<file path="src/rtl/core/settling_window_detector_core_assert.svh">
// ---------------------------------------------------------------------------
// Assertion macros for the settling window detector
// Checks are clocked on clk and switched off while rst is high.
// ---------------------------------------------------------------------------
`ifndef SETTLING_WINDOW_DETECTOR_CORE_ASSERT_SVH
`define SETTLING_WINDOW_DETECTOR_CORE_ASSERT_SVH

// condition must hold at every edge
`define SWD_CHECK(label, cond) \
  label: assert property (@(posedge clk) disable iff (rst) (cond)) \
    else $error("%m: check failed");

// consequent must hold in the cycle after the antecedent
`define SWD_CHECK_NEXT(label, ante, cons) \
  label: assert property (@(posedge clk) disable iff (rst) (ante) |=> (cons)) \
    else $error("%m: check failed");

`endif

</file>
<file path="src/rtl/core/swd_pkg.sv">
// ---------------------------------------------------------------------------
// swd_pkg
// Shared constants, types and helpers of the settling window detector.
// ---------------------------------------------------------------------------
package swd_pkg;

  localparam int WINDOW_DEPTH = 32;
  localparam int CNT_W        = $clog2(WINDOW_DEPTH + 1);
  localparam int MIN_READINGS = 3;

  // configuration register indexes
  localparam logic [1:0] REG_TARGET    = 2'd0;
  localparam logic [1:0] REG_TOLERANCE = 2'd1;
  localparam logic [1:0] REG_WINDOW    = 2'd2;
  localparam logic [1:0] REG_TIMEOUT   = 2'd3;

  typedef enum logic [1:0] {
    VERDICT_WAIT    = 2'd0,
    VERDICT_STABLE  = 2'd1,
    VERDICT_INVALID = 2'd2,
    VERDICT_TIMEOUT = 2'd3
  } verdict_t;

  typedef enum logic [2:0] {
    S_IDLE,
    S_APPEND,
    S_PRUNE,
    S_CHECK,
    S_DECIDE,
    S_OUT
  } state_t;

  // per-cell control: load takes the new reading, shift takes the neighbor's
  typedef struct packed {
    logic shift;
    logic load;
  } cell_ctl_t;

  // |a - b| without overflow
  function automatic logic [32:0] abs_dev(logic signed [31:0] a, logic signed [31:0] b);
    logic signed [32:0] d;
    d = {a[31], a} - {b[31], b};
    return d[32] ? 33'(-d) : 33'(d);
  endfunction

endpackage

</file>
<file path="src/rtl/core/swd_cell.sv">
// ---------------------------------------------------------------------------
// swd_cell
// One window slot: holds a reading's time and value and flags whether the
// value is within tolerance of the current target.
// ---------------------------------------------------------------------------
module swd_cell (
  input  logic               clk,
  input  swd_pkg::cell_ctl_t ctl,
  input  logic [31:0]        nbr_time,
  input  logic [31:0]        nbr_value,
  input  logic [31:0]        new_time,
  input  logic [31:0]        new_value,
  input  logic [31:0]        target_value,
  input  logic [30:0]        tolerance,
  output logic [31:0]        cell_time,
  output logic [31:0]        cell_value,
  output logic               in_tol
);
  import swd_pkg::*;

  always_ff @(posedge clk) begin
    if (ctl.load) begin
      cell_time  <= new_time;
      cell_value <= new_value;
    end else if (ctl.shift) begin
      cell_time  <= nbr_time;
      cell_value <= nbr_value;
    end
  end

  assign in_tol = abs_dev(cell_value, target_value) <= {2'b00, tolerance};

endmodule

</file>
<file path="config.mk">
export PLATFORM = sky130hd
export DESIGN_NAME = swd_cell
export DESIGN_NICKNAME = d
export VERILOG_FILES = /design/src/rtl/core/settling_window_detector_core_assert.svh /design/src/rtl/core/swd_pkg.sv /design/src/rtl/core/swd_cell.sv
export SDC_FILE = /design/constraint.sdc
export NUM_CORES = 1
export LEC_CHECK = 0
export BUFFER_PORTS_ARGS = -buffer_cell sky130_fd_sc_hd__buf_4
export CAP_MARGIN = 5
export CORE_ASPECT_RATIO = 1.4
export CORE_MARGIN = 4
export CORE_UTILIZATION = 54
export CTS_CLUSTER_DIAMETER = 40
export DETAILED_ROUTE_END_ITERATION = 8
export PLACE_DENSITY = 0.88
export SETUP_SLACK_MARGIN = 0.05
export SLEW_MARGIN = 5
export SYNTH_ARGS = -nofsm -noshare
export SYNTH_HDL_FRONTEND = slang
export SYNTH_SLANG_ARGS = --single-unit
</file>
<file path="constraint.sdc">
create_clock -name clk -period 13 [get_ports clk]
set_clock_uncertainty 0.15 [all_clocks]
set_input_delay 1.3 -clock clk [delete_from_list [all_inputs] [get_ports clk]]
set_output_delay 1.3 -clock clk [all_outputs]
set_load 0.01 [all_outputs]
</file>
-- Word-level counts from Yosys, hierarchy flattened
Cells that the tools add are included.
- $lt $le $gt $ge: 1
- muxes and demuxes: 5
- add/sub/neg operators: 2
- reductions and logical operators: 1
- operators by type and width (kind ; number):
    $mux W32 ; 4
    $le A33 B31 Y1 ; 1
    $mux W33 ; 1
    $neg A33 Y33 ; 1
    $sub A32 B32 Y33 ; 1
    $reduce_bool A2 Y1 ; 1
- output and inout bits: 65
- input bits: 194
- flip-flop bits (word level): 64
- logic and storage cells: 11

-- Depth between registers and ports, before layout
- word-level depth: 4
- depth in mapped cells: 26
- mapped depth without buffers: 24

-- Least setup slack after synthesis
Ideal clock, no wire load.
- path type: input -> output
- start point: input target_value[2]
- end point: output in_tol
- required time: 11.550 ns
- cell stages on the path: 24
- path buffers: 1
- arrival time: 6.543 ns
- setup slack: 5.007 ns
- path through: inv_1 ha_1 nor2b_4 o31a_1 or4_4 a22oi_2 or4b_4 or4_4 buf_6 nor4_4 nor3b_2 a21oi_1 xnor2_1 ha_1 a21o_1 a21oi_1 nor2b_1 o21ai_0 o311ai_0 a2111oi_0 nor3_1 a311oi_1 mux2i_1 o31ai_1
- word-level cells in the longest chain between the ends: 4
- RTL lines (element ; RTL line ; RTL):
    from (decl) ; swd_cell.sv:13 ; input logic [31:0] target_value,
    $sub A32 B32 Y33 (*) ; swd_pkg.sv:42 ; d = {a[31], a} - {b[31], b};
    $neg A33 Y33 ; swd_pkg.sv:43 ; return d[32] ? 33'(-d) : 33'(d);
    $mux W33 (*) ; swd_pkg.sv:43 ;
    $le A33 B31 Y1 (*) ; swd_cell.sv:31 ; assign in_tol = abs_dev(cell_value, target_value) <= {2'b00, tolerance};
    to (decl) ; swd_cell.sv:17 ; output logic in_tol
Mark *: on every way between the ends. The rest lies on a longest branch, timed or not.

-- Final worst setup path
Ends and elaborated chain as after synthesis.

==> summary.md <==
| Metric | Value |
|---|---|
| Status | finished, final reports clean |
| Register bit count reported by yosys | 64 |
| Final net count | 1209 |
| Post-synthesis compound-gate area fraction | between 10% and 20% |
| RD Place Congestion | approximately 0.92 |
| Pre-CTS setup slack | ~4300 ps |
| Post-Synth XOR/XNOR Area | 6.46% |
| Final period util | 67.4% |
| Vias | 6375 |
| 1st-iter DRT viols | 310 |
| Vias in the first global route | 6423 |
| Mapped Area | 6500 µm² |
| Post-synth EDFFs | 64 |
| PwrDens | approximately 120 nW/µm² |
| Post-synth top area share | 29.5% |
| Crit path max-delay family | simple AND/OR/NAND/NOR gates |
| Most numerous cell in the Yosys netlist | inv_1 |
| Mux cell area share after synthesis | 11.4% |
| Simple-Gate Fraction of Synth Area | between 15 and 20% |
| Inserted Diodes | 0 |
| Routed vias/inst | 5.78 |
| CP required | 11550 ps |
| Main area contributors after synthesis | edfxtp_1 (30%), ha_1 (12%), mux2_2 (11%), inv_1 (4.0%), a21oi_1 (3.9%) |
| Full die area | 13900 µm² |
| CP bufs+invs | 3 |
| Total GRT Usage | 27.8% |
| CTS sink cnt | 64 |
| Finished Cell Area | 8880 µm² |
| FP Rows | 47 |
| Final hold violation count | 0 |
| CTS tree | built |
| Fin crit period | 8760 ps |
| Top cells by count, synth | inv_1 (69), mux2_2 (65), edfxtp_1 (64), ha_1 (64), a21oi_1 (51) |
| Slowest stage delay, CP | 580 ps |
| Synth Area in Adders | 12.6% |
| Core area | 11800 µm² |
| Setup crit start kind | input port |
| Slew margin rel. | between 20% and 30% |
| Dominant synthesized flop cell | edfxtp_1 |
| Fin util | 75.1% |
| H-tree levels | 3 |
| Slowest cell on the critical path | or4_4 |
| Drc violations | 0 |
| Antenna violations before repair | 0 |
| Die Width | 101 µm |
| P_leak | 4.18 nW |
| Pins Over Slew Limit | 0 |
| Worst Hold Class | in -> reg |
| # Max-Cap Violations | 0 |
| Ys async rst share | 0% |
| Dpl cell area | 8530 µm² |
| Data arrival time of the worst path | 7310 ps |
| Largest area contributor in the netlist | edfxtp_1 |
| Hold buffers post-CTS | 0 |
| Peak VDD IR | just under 0.1 mV |
| Port bufs | 258 |
| Post-Syn Instances | 706 |
| Hpwl dp | 16.1 mm |
| Largest family of logic cells by synthesized area | compound AO/OA/AOI/OAI gates |
| Mapped Avg Cell Area | 9.21 µm² |
| CP Capture Type | output pin |
| Setup violations, final | 0 |
| Wire length of the first global-routing pass | 30.8 mm |
| Share of cells above drive strength 1 | 36.6% |
| Critical path type | in -> out |
| Largest net degree at the start of global routing | 66 |
| Antenna viol nets, final | 0 |
| Average routed wire per standard cell | 17.8 µm |
| Longest Clk Path Bufs | 2 |
| F_max | 0.114 GHz |
| # resized after CTS | 0 |
| Initial core utilization | 55.0% |
| Num ports | 259 |
| First drt pass iteration count | 5 |
| Post-synth cell types | 69 |
| Clock-pin slew on the worst setup and hold paths | roughly 60 ps |
| CTS buffer count | 9 |
| Post-Route WL | 19.6 mm |
| Die span in y | 138 µm |
| Min Hold Slack | 1120 ps |
| RSZ-0062 raised after global routing | no |
| Setup bufs post-CTS | 0 |
| HP Start | nbr_time[22] |
| CP startpoint | target_value[2] |
| Crit Path Max Fanout | 6 |
| Ys Warns | 0 |
| Sequential share of the synthesized area | 29.5% |
| GRT overflow | 0 |
| Syn nets | approximately 970 |
| Root buffer cell | clkbuf_16 |
| Final WS setup | between 4000 and 5000 ps |
| Slew @ Worst Pin | 1120 ps |
| Setup TNS | 0 ps |
| Synth-to-Final Area Change | 36.5% |
[power breakdown]
part           internal, mW  switching (mW)  leakage [nW]
combinational         0.253           0.286          3.36
sequential            0.254          0.0109         0.652
clock                 0.187          0.0893         0.167
[state kept, by name, indices dropped and copies added, names as in the netlist]
name / count
cell_time: 32
cell_value: 32
[area by class of cell]
class / count / area [µm²]
Timing Repair Buffer: 260 / 1950
Clock buffer: 9 / 225
Multi-Input combinational cell: 546 / 4220
Fill cell: 849 / 2940
Tap cell: 147 / 184
Sequential cell: 64 / 1920
Clock inverter: 7 / 120
Inverter: 69 / 259
[path summary, 6_finish.rpt]
path | slack, ps | endpoint | cells after the start
setup / recovery | 4240 | in_tol | 25
hold / removal | 1120 | cell_time[22] | 2
[cell families (layout without fill, tap and decap cells)]
group,Yosys count,after routing
adder cells (fa/ha/maj),65,65
AO/OA/AOI/OAI,175,175
buffers and inverters,96,345
XOR/XNOR,48,48
AND/OR/NAND/NOR,192,192
flip-flops,64,64
multiplexers,66,66
[stage by stage]
step                      std cells  power, mW
after floorplan                 706      0.633
after global placement         1086      0.785
after detailed placement       1086      0.802
after CTS                      1102       1.08
after global routing           1102       1.16
final                          1102       1.08
[layout by cell type (no fill, tap or decap), types with 8 or more instances in the layout]
cell type  synthesis  layout
a211oi_1           8       8
a21o_1            25      25
a21oi_1           51      51
and2_1             8       8
buf_4              0     260
clkbuf_16          0       9
edfxtp_1          64      64
ha_1              64      64
inv_1             69      69
mux2_2            65      65
nand2_1           41      41
nand3_1           18      18
nand4_1           17      17
nor2_1            42      42
nor3_1            12      12
o21ai_0           16      16
o21ai_1           12      12
or3_1             10      10
xnor2_1           29      29
xor2_1            19      19
[per-layer routing]
layer,share of wire [%],wire [µm],GRT usage [%]
met2,54,10600,51.4
met4,3.9,756,11.4
met5,0,0,0
met1,36,7030,30.2
met3,6.3,1240,5.99
(Power assumes the default switching activity.)
